## src/rtl/mlga_pkg.sv

```systemverilog
package mlga_pkg;

    // result codes
    localparam logic [1:0] STATUS_DONE     = 2'd0;
    localparam logic [1:0] STATUS_CONFLICT = 2'd1;
    localparam logic [1:0] STATUS_FULL     = 2'd2;

    // configuration register indexes
    localparam int         CFG_INDEX_BITS  = 2;
    localparam logic [1:0] REG_USAGE_MAP   = 2'd0;
    localparam logic [1:0] REG_LOCK_ENABLE = 2'd1;

    // fixed field widths
    localparam int USAGE_BITS  = 64;
    localparam int ENABLE_BITS = 8;
    localparam int STREAM_BITS = 3;
    localparam int JOB_BITS    = 32;
    localparam int STATUS_BITS = 2;

    // controller to datapath
    typedef struct packed {
        logic       load;
        logic       hold_step;
        logic       scan;
        logic       next_lock;
        logic       finish;
        logic [1:0] status;
    } cmd_t;

    // datapath to controller
    typedef struct packed {
        logic is_release;
        logic conflict;
        logic full;
        logic rel_hit;
        logic match;
        logic scan_end;
        logic lock_last;
    } sts_t;

endpackage

```

## src/rtl/mlga_ram.sv

```systemverilog
module mlga_ram #(
    parameter int WIDTH = 32,
    parameter int DEPTH = 64
) (
    input  logic                     clk,
    input  logic                     we,
    input  logic [$clog2(DEPTH)-1:0] waddr,
    input  logic [WIDTH-1:0]         wdata,
    input  logic [$clog2(DEPTH)-1:0] raddr,
    output logic [WIDTH-1:0]         rdata
);

    logic [WIDTH-1:0] mem [DEPTH];

    // one write port, one registered read port
    always_ff @(posedge clk)
    begin
        if (we)
        begin
            mem[waddr] <= wdata;
        end
        rdata <= mem[raddr];
    end

endmodule

```

## src/rtl/mlga_ctrl.sv

```systemverilog
module mlga_ctrl (
    input  logic           clk,
    input  logic           rst_n,
    input  logic           start,
    output logic           busy,
    output logic           done,
    output mlga_pkg::cmd_t cmd,
    input  mlga_pkg::sts_t sts
);

    typedef enum logic [2:0] {
        S_IDLE,
        S_CHECK,
        S_HOLD_LOCK,
        S_REL_LOCK,
        S_REL_SCAN
    } state_t;

    state_t state_reg;
    state_t state_next;
    logic   done_reg;

    // command decode and next state
    always_comb
    begin
        cmd        = '0;
        cmd.status = mlga_pkg::STATUS_DONE;
        state_next = state_reg;
        unique case (state_reg)
            S_IDLE:
            begin
                if (start)
                begin
                    cmd.load   = 1'b1;
                    state_next = S_CHECK;
                end
            end
            S_CHECK:
            begin
                if (sts.is_release)
                begin
                    state_next = S_REL_LOCK;
                end
                else if (sts.conflict)
                begin
                    cmd.finish = 1'b1;
                    cmd.status = mlga_pkg::STATUS_CONFLICT;
                    state_next = S_IDLE;
                end
                else if (sts.full)
                begin
                    cmd.finish = 1'b1;
                    cmd.status = mlga_pkg::STATUS_FULL;
                    state_next = S_IDLE;
                end
                else
                begin
                    state_next = S_HOLD_LOCK;
                end
            end
            S_HOLD_LOCK:
            begin
                cmd.hold_step = 1'b1;
                cmd.next_lock = 1'b1;
                if (sts.lock_last)
                begin
                    cmd.finish = 1'b1;
                    state_next = S_IDLE;
                end
            end
            S_REL_LOCK:
            begin
                if (sts.rel_hit)
                begin
                    state_next = S_REL_SCAN;
                end
                else
                begin
                    cmd.next_lock = 1'b1;
                    if (sts.lock_last)
                    begin
                        cmd.finish = 1'b1;
                        state_next = S_IDLE;
                    end
                end
            end
            S_REL_SCAN:
            begin
                cmd.scan = 1'b1;
                if (sts.match || sts.scan_end)
                begin
                    cmd.next_lock = 1'b1;
                    if (sts.lock_last)
                    begin
                        cmd.finish = 1'b1;
                        state_next = S_IDLE;
                    end
                    else
                    begin
                        state_next = S_REL_LOCK;
                    end
                end
            end
            default:
            begin
                state_next = S_IDLE;
            end
        endcase
    end

    // state and result strobe
    always_ff @(posedge clk or negedge rst_n)
    begin
        if (!rst_n)
        begin
            state_reg <= S_IDLE;
            done_reg  <= 1'b0;
        end
        else
        begin
            state_reg <= state_next;
            done_reg  <= cmd.finish;
        end
    end

    assign busy = (state_reg != S_IDLE);
    assign done = done_reg;

endmodule

```

## src/rtl/mlga_dp.sv

```systemverilog
module mlga_dp #(
    parameter int LOCKS   = 8,
    parameter int STREAMS = 8,
    parameter int HOLDERS = 8,
    parameter int ID_BITS = 32
) (
    input  logic                                 clk,
    input  logic                                 rst_n,
    input  mlga_pkg::cmd_t                       cmd,
    output mlga_pkg::sts_t                       sts,
    input  logic                                 action,
    input  logic [mlga_pkg::STREAM_BITS-1:0]     stream_num,
    input  logic [mlga_pkg::JOB_BITS-1:0]        job_id,
    input  logic                                 cfg_we,
    input  logic [mlga_pkg::CFG_INDEX_BITS-1:0]  cfg_index,
    input  logic [mlga_pkg::USAGE_BITS-1:0]      cfg_wdata,
    output logic [mlga_pkg::STATUS_BITS-1:0]     status,
    output logic [mlga_pkg::ENABLE_BITS-1:0]     changed_locks
);

    localparam int ID_W  = (ID_BITS < mlga_pkg::JOB_BITS) ? ID_BITS : mlga_pkg::JOB_BITS;
    localparam int LW    = $clog2(LOCKS);
    localparam int SW    = (HOLDERS > 1) ? $clog2(HOLDERS) : 1;
    localparam int CW    = $clog2(HOLDERS + 1);
    localparam int DEPTH = LOCKS * HOLDERS;
    localparam int AW    = $clog2(DEPTH);
    localparam int SB    = mlga_pkg::STREAM_BITS;

    // configuration
    logic [mlga_pkg::USAGE_BITS-1:0]  usage_reg;
    logic [mlga_pkg::ENABLE_BITS-1:0] enable_reg;

    // current request
    logic            action_reg;
    logic [SB-1:0]   stream_reg;
    logic [ID_W-1:0] id_reg;

    // walk counters and scan pipeline
    logic [LW-1:0]   lk_reg;
    logic [CW-1:0]   slot_reg;
    logic            pend_reg;
    logic [SW-1:0]   pslot_reg;
    logic            pvalid_reg;

    // lock state
    logic [SB-1:0]      owner_num_reg   [LOCKS];
    logic [LOCKS-1:0]   owner_valid_reg;
    logic [HOLDERS-1:0] hvalid_reg      [LOCKS];
    logic [CW-1:0]      count_reg       [LOCKS];

    // result
    logic [mlga_pkg::ENABLE_BITS-1:0] changed_reg;
    logic [mlga_pkg::STATUS_BITS-1:0] status_reg;

    logic [LOCKS-1:0][7:0] usage_rows;
    logic [LOCKS-1:0]      needed;
    logic [LOCKS-1:0]      conflict_vec;
    logic [LOCKS-1:0]      full_vec;
    logic                  stream_ok;
    logic [HOLDERS-1:0]    cur_valid;
    logic [CW-1:0]         cur_count;
    logic                  cur_owned;
    logic [SW-1:0]         free_slot;
    logic [SW-1:0]         slot_idx;
    logic                  issue;
    logic [AW-1:0]         base;
    logic [AW-1:0]         rd_addr;
    logic [AW-1:0]         wr_addr;
    logic                  wr_en;
    logic [ID_W-1:0]       rd_data;
    logic                  match;

    // which locks the request needs, and the hold checks
    assign stream_ok = ({1'b0, stream_reg} < (SB + 1)'(STREAMS));

    always_comb
    begin
        for (int l = 0; l < LOCKS; l++)
        begin
            usage_rows[l]   = usage_reg[8*l +: 8];
            needed[l]       = enable_reg[l] && stream_ok && usage_rows[l][stream_reg];
            conflict_vec[l] = needed[l] && owner_valid_reg[l]
                              && (owner_num_reg[l] != stream_reg);
            full_vec[l]     = needed[l] && (count_reg[l] == CW'(HOLDERS));
        end
    end

    // current lock view
    assign cur_valid = hvalid_reg[lk_reg];
    assign cur_count = count_reg[lk_reg];
    assign cur_owned = owner_valid_reg[lk_reg] && (owner_num_reg[lk_reg] == stream_reg);

    // lowest free holder slot of the current lock
    always_comb
    begin
        free_slot = '0;
        for (int h = HOLDERS - 1; h >= 0; h--)
        begin
            if (!cur_valid[h])
            begin
                free_slot = SW'(h);
            end
        end
    end

    // holder id memory addressing
    assign slot_idx = slot_reg[SW-1:0];
    assign issue    = cmd.scan && (slot_reg < CW'(HOLDERS));
    assign base     = AW'(lk_reg) * AW'(HOLDERS);
    assign rd_addr  = base + AW'(slot_idx);
    assign wr_addr  = base + AW'(free_slot);
    assign wr_en    = cmd.hold_step && needed[lk_reg];

    mlga_ram #(
        .WIDTH (ID_W),
        .DEPTH (DEPTH)
    ) u_ids (
        .clk   (clk),
        .we    (wr_en),
        .waddr (wr_addr),
        .wdata (id_reg),
        .raddr (rd_addr),
        .rdata (rd_data)
    );

    assign match = pend_reg && pvalid_reg && (rd_data == id_reg);

    // status to controller
    always_comb
    begin
        sts            = '0;
        sts.is_release = action_reg;
        sts.conflict   = |conflict_vec;
        sts.full       = |full_vec;
        sts.rel_hit    = needed[lk_reg] && cur_owned;
        sts.match      = match;
        sts.scan_end   = pend_reg && !match && (pslot_reg == SW'(HOLDERS - 1));
        sts.lock_last  = (lk_reg == LW'(LOCKS - 1));
    end

    // registers
    always_ff @(posedge clk or negedge rst_n)
    begin
        if (!rst_n)
        begin
            usage_reg       <= '0;
            enable_reg      <= '0;
            action_reg      <= 1'b0;
            stream_reg      <= '0;
            id_reg          <= '0;
            lk_reg          <= '0;
            slot_reg        <= '0;
            pend_reg        <= 1'b0;
            pslot_reg       <= '0;
            pvalid_reg      <= 1'b0;
            owner_valid_reg <= '0;
            changed_reg     <= '0;
            status_reg      <= mlga_pkg::STATUS_DONE;
            for (int l = 0; l < LOCKS; l++)
            begin
                owner_num_reg[l] <= '0;
                hvalid_reg[l]    <= '0;
                count_reg[l]     <= '0;
            end
        end
        else
        begin
            // configuration writes
            if (cfg_we)
            begin
                unique case (cfg_index)
                    mlga_pkg::REG_USAGE_MAP:   usage_reg  <= cfg_wdata;
                    mlga_pkg::REG_LOCK_ENABLE: enable_reg <= cfg_wdata[mlga_pkg::ENABLE_BITS-1:0];
                    default: ;
                endcase
            end

            // request capture
            if (cmd.load)
            begin
                action_reg  <= action;
                stream_reg  <= stream_num;
                id_reg      <= job_id[ID_W-1:0];
                lk_reg      <= '0;
                slot_reg    <= '0;
                pend_reg    <= 1'b0;
                changed_reg <= '0;
            end

            // hold adds one holder to a needed lock
            if (wr_en)
            begin
                hvalid_reg[lk_reg][free_slot] <= 1'b1;
                count_reg[lk_reg]             <= cur_count + CW'(1);
                owner_valid_reg[lk_reg]       <= 1'b1;
                owner_num_reg[lk_reg]         <= stream_reg;
                changed_reg[lk_reg]           <= 1'b1;
            end

            // release frees the lowest matching holder
            if (cmd.scan && match)
            begin
                hvalid_reg[lk_reg][pslot_reg] <= 1'b0;
                count_reg[lk_reg]             <= cur_count - CW'(1);
                changed_reg[lk_reg]           <= 1'b1;
                if (cur_count == CW'(1))
                begin
                    owner_valid_reg[lk_reg] <= 1'b0;
                    owner_num_reg[lk_reg]   <= '0;
                end
            end

            // lock walk and slot scan
            if (cmd.next_lock)
            begin
                if (lk_reg != LW'(LOCKS - 1))
                begin
                    lk_reg <= lk_reg + LW'(1);
                end
                slot_reg <= '0;
                pend_reg <= 1'b0;
            end
            else if (cmd.scan)
            begin
                if (issue)
                begin
                    slot_reg <= slot_reg + CW'(1);
                end
                pend_reg   <= issue;
                pslot_reg  <= slot_idx;
                pvalid_reg <= cur_valid[slot_idx];
            end

            // result code
            if (cmd.finish)
            begin
                status_reg <= cmd.status;
            end
        end
    end

    assign status        = status_reg;
    assign changed_locks = changed_reg;

endmodule

```

## src/rtl/multi_lock_group_acquire_top.sv

```systemverilog
// channel   ports                                      beat taken when
// request   start, busy, action, stream_num, job_id   start high and busy low
// config    cfg_we, cfg_index, cfg_wdata               cfg_we high
// result    done, status, changed_locks                done high, one cycle
//
// a granted hold runs one check state, then visits each lock in turn in the hold
// state before the done edge; a refused hold answers straight from the check state
// a release walks every lock and scans the holder id memory for each owned
// needed lock, one slot per cycle, until a matching id or the last slot
// reset clears configuration, owners and holder valid bits at once
// the receiver cannot stall: each result beat is shown for one cycle only
module multi_lock_group_acquire_top #(
    parameter int LOCKS   = 8,
    parameter int STREAMS = 8,
    parameter int HOLDERS = 8,
    parameter int ID_BITS = 32
) (
    input  logic                                clk,
    input  logic                                rst_n,
    input  logic                                start,
    output logic                                busy,
    input  logic                                action,
    input  logic [mlga_pkg::STREAM_BITS-1:0]    stream_num,
    input  logic [mlga_pkg::JOB_BITS-1:0]       job_id,
    input  logic                                cfg_we,
    input  logic [mlga_pkg::CFG_INDEX_BITS-1:0] cfg_index,
    input  logic [mlga_pkg::USAGE_BITS-1:0]     cfg_wdata,
    output logic                                done,
    output logic [mlga_pkg::STATUS_BITS-1:0]    status,
    output logic [mlga_pkg::ENABLE_BITS-1:0]    changed_locks
);

    mlga_pkg::cmd_t cmd;
    mlga_pkg::sts_t sts;

    // sequencing
    mlga_ctrl u_ctrl (
        .clk   (clk),
        .rst_n (rst_n),
        .start (start),
        .busy  (busy),
        .done  (done),
        .cmd   (cmd),
        .sts   (sts)
    );

    // lock state and holder lists
    mlga_dp #(
        .LOCKS   (LOCKS),
        .STREAMS (STREAMS),
        .HOLDERS (HOLDERS),
        .ID_BITS (ID_BITS)
    ) u_dp (
        .clk           (clk),
        .rst_n         (rst_n),
        .cmd           (cmd),
        .sts           (sts),
        .action        (action),
        .stream_num    (stream_num),
        .job_id        (job_id),
        .cfg_we        (cfg_we),
        .cfg_index     (cfg_index),
        .cfg_wdata     (cfg_wdata),
        .status        (status),
        .changed_locks (changed_locks)
    );

endmodule
```

## config.mk

```make
export PLATFORM = sky130hd
export DESIGN_NAME = multi_lock_group_acquire_top
export DESIGN_NICKNAME = d
export VERILOG_FILES = /design/src/rtl/mlga_pkg.sv /design/src/rtl/mlga_ram.sv /design/src/rtl/mlga_ctrl.sv /design/src/rtl/mlga_dp.sv /design/src/rtl/multi_lock_group_acquire_top.sv
export SDC_FILE = /design/constraint.sdc
export NUM_CORES = 2
export LEC_CHECK = 0
export BUFFER_PORTS_ARGS = -buffer_cell sky130_fd_sc_hd__buf_2
export CORE_MARGIN = 3
export CORE_UTILIZATION = 60
export DETAILED_ROUTE_END_ITERATION = 7
export PLACE_DENSITY = 0.76
export SYNTH_ARGS = -nofsm -noshare
export SYNTH_HDL_FRONTEND = slang
export SYNTH_SLANG_ARGS = --single-unit
```

## constraint.sdc

```tcl
create_clock -name clk -period 8.7 [get_ports clk]
set_input_delay 0.435 -clock clk [delete_from_list [all_inputs] [get_ports clk]]
set_output_delay 0.435 -clock clk [all_outputs]
set_load 0.02 [all_outputs]
```

==> summary.txt <==
Floorplanning
  • Die area: 158000 um2
  • CORE AREA: 151000 um2
  • # IOs: 118
  • Row count: 142
  • Die X: 397 um
  • Die Y-Extent: 397 um
  • Starting Density: 0.608

Synthesis
  • Synth Flop Type: edfxtp_1
  • Largest family of logic cells by synthesized area: multiplexers
  • Synth warn: 0
  • Yosys top cell by area: edfxtp_1
  • Post-synth ARST share: 0.112
  • Gate Count Post-Synth: 4490
  • Post-Syn Area: 91700 um2
  • Xor/xnor cell area share of the yosys netlist: 0.00610
  • Compound-Gate Fraction of Synth Area: 0.0222
  • Post-synthesis mux area share: 0.178
  • Post-synthesis simple-gate area fraction: 0.0310
  • Sequential cell area fraction in the yosys report: 0.749
  • Unique cell type count in the Yosys netlist: 81
  • Top cells by area, synth: edfxtp_1 (67%), mux4_2 (14%), dfrtp_1 (7.1%)
  • Number of enable flip-flop cells after synthesis: 2048
  • Area share of the largest cell type after synthesis: 0.671
  • Adder-cell share of the synthesized area: 0.000819
  • #FFs+latches synth: 2342
  • Syn Area/Cell: 20.4 um2
  • Syn Nets: 4602

Critical path
  • Max stage delay cell, worst path: dfrtp_2
  • Crit path cell chain: buf_4 -> inv_1 -> nand3_1 -> nand4_1 -> o311a_1 -> nand4b_1 -> buf_4 -> nor2_4
  • Critical path's largest stage delay: 0.95 ns
  • Kind of cell adding the most delay to the critical path: simple AND/OR/NAND/NOR gates
  • WP data required: 9.16 ns
  • Worst Path Arrival: 5.91 ns
  • CP bufs+invs: 3
  • Startpoint types: flop
  • Most common cell on crit path: buf_4
  • Setup crit end kind: flop
  • WS Path Type: flop to flop
  • CP max FO: 40

STA
  • Unrepaired setup endpoints after global routing: false
  • Fin crit share: 0.626
  • Max Slew Vio Count: 0
  • Fmax: 0.183 GHz
  • Worst-Margin Slew: 1.39 ns
  • Final worst slack: 3.25 ns
  • Clock Skew: 0.0445 ns
  • Final setup violating endpoints: 0
  • Final Hold Viols: 0
  • Tmin final: 5.45 ns
  • Fin Setup TNS: 0 ns
  • Rel. slew slack: 0.0665

Placement
  • Placer congestion estimate: 1.05
  • Final HPWL DP: 151000 um
  • IO Port Bufs: 117
  • Placed cell area: 95400 um2
  • Dpl ws: 3.43 ns

Layout
  • Max reg flops: 2048
  • Layout cells sized above 1: 0.279
  • FF/Latch Area: 68800 um2
  • Multi-input gate area: 22400 um2
  • Fillers: 8933
  • Most frequent cells in the layout: edfxtp_1 (2048), mux4_2 (581), dfrtp_1 (225), clkbuf_16 (219), nand2_1 (201)
  • Net count, final: 4930
  • Post-route cell area: 104000 um2
  • Area grow syn2layout: 13.1%
  • Most common cell after layout, fill and taps aside: edfxtp_1

Global routing
  • Grt ovf: 0
  • GR Util met1: 0.462
  • Largest net degree at the start of global routing: 110
  • Met3 Use GR: 0.0980
  • Tot GR Track Use: 0.332
  • First-pass GRT wire length: 364000 um
  • Vias in the first global route: 47.8k
  • Busiest grt layer: met2
  • Initial antenna violation count: 23
  • Met2 usage: 0.494

Detailed routing
  • Final wirelength: 257000 um
  • ANT nets after route: 0
  • Vias: 48.4k
  • Vias per cell: 6.89
  • 1st-pass router iterations: 8
  • Residual DRC: 1
  • Iter 0 DRT Violations: 7518
  • Post-DR wirelength/cell: 36.5 um

Min path
  • Worst Hold Class: input port to async pin

Run status
  • Status: finished with violations
  • Failing checks: DRC

Clock tree
  • Later-pin clock latency in the skew report: 0.89 ns
  • Post-CTS setup buffers: 0
  • CTS Buffer Depth: 3
  • CTS Hold Bufs: 106
  • CTS resizes: 0
  • Clock transition at the registers of the reported paths: 0.06 ns
  • TritonCTS Buffers: 218
  • CTS tree: done
  • Clock sink count: 2342
  • CTS Root Cell: clkbuf_16
  • H-tree Lvls: 4

Power and ir drop
  • Pwr/cell area: 294 nW/um2
  • Leakage: 33.4 nW
  • Worst vdd ir: 0.000248 V

Job
  • Max Cap Viol: 0
==> Yosys cell counts, types with 18 or more instances <==
cell type and n:
nand3_1 21, dfxtp_1 32, buf_2 69, a21oi_1 107, dfrtp_1 262, nor4_1 20
mux2i_1 199, xor2_1 51, inv_1 18, edfxtp_1 2048, buf_1 48, nor2_1 219
nand2_1 202, mux2_2 112, nor3_1 33, o22ai_1 86, o21ai_0 44, clkbuf_1 106
mux4_2 581
==> logic make-up (layout without fill, tap and decap cells) <==
| kind of cell | count (synthesis) | count (layout) |
|---|---|---|
| flops | 2342 | 2342 |
| mux | 893 | 893 |
| simple gates | 602 | 602 |
| compound gates | 326 | 326 |
| buf+inv | 258 | 776 |
| xor+xnor | 63 | 63 |
| fa+ha+maj | 6 | 6 |
| other cells | 0 | 5 |
==> final timing paths <==
check                                           startpoint                                to  slack, ns  cells past startpoint
setup / recovery                  u_dp.lk_reg[2]$_DFF_PN0_  u_dp.u_ids.mem[46][14]$_DFFE_PP_       3.25                      8
hold / removal                                       rst_n    u_dp.usage_reg[42]$_DFFE_PN0P_       0.17                      2
setup reg to reg                  u_dp.lk_reg[2]$_DFF_PN0_  u_dp.u_ids.mem[46][14]$_DFFE_PP_       3.25                      8
hold reg to reg            u_dp.changed_locks[1]$_DFF_PN0_   u_dp.changed_locks[1]$_DFF_PN0_       0.48                      2
max in group asynchronous                            rst_n       u_dp.id_reg[10]$_DFFE_PN0P_       7.04                      3
min in group clk                                job_id[12]       u_dp.id_reg[12]$_DFFE_PN0P_       0.27                      4
==> metal layers <==
metal | part of all wire | wire, um | vias to the layer above
met5 | 0.00015 | 38 | -
met4 | 0.053 | 13500 | 6
met3 | 0.13 | 32500 | 595
met2 | 0.46 | 118000 | 3413
met1 | 0.36 | 92100 | 25300
li1 | - | - | 19100
==> area by class of cell <==
type,count,share of cell area
sequential,2342,0.663
timing repair buffer,347,0.0260
antenna,5,0.000121
clock inverter,126,0.0139
tap,2016,0.0243
inverter,19,0.000688
multi-input combinational,1890,0.216
clock buffer,284,0.0560
==> power breakdown <==
group	internal [W]	switching (W)	total (W)
combinational	0.00157	0.00437	0.00594
clock	0.00540	0.00422	0.00962
sequential	0.0141	0.000784	0.0149
total	0.0211	0.00938	0.0305
==> metrics by stage <==
| step | total power [W] | cells | hold slack (ns) | util |
|---|---|---|---|---|
| final | 0.0305 | 7029 | 0.169 | 0.688 |
| after global routing | 0.0312 | 7025 | 0.211 | 0.688 |
| after CTS | 0.0303 | 7024 | 0.146 | 0.688 |
| after detailed placement | 0.0208 | 6508 | 0.455 | 0.632 |
| after global placement | 0.0206 | 6508 | 0.452 | 0.632 |
| after floorplan | 0.0178 | 4490 | 0.139 | - |
(Power assumes the default switching activity.)
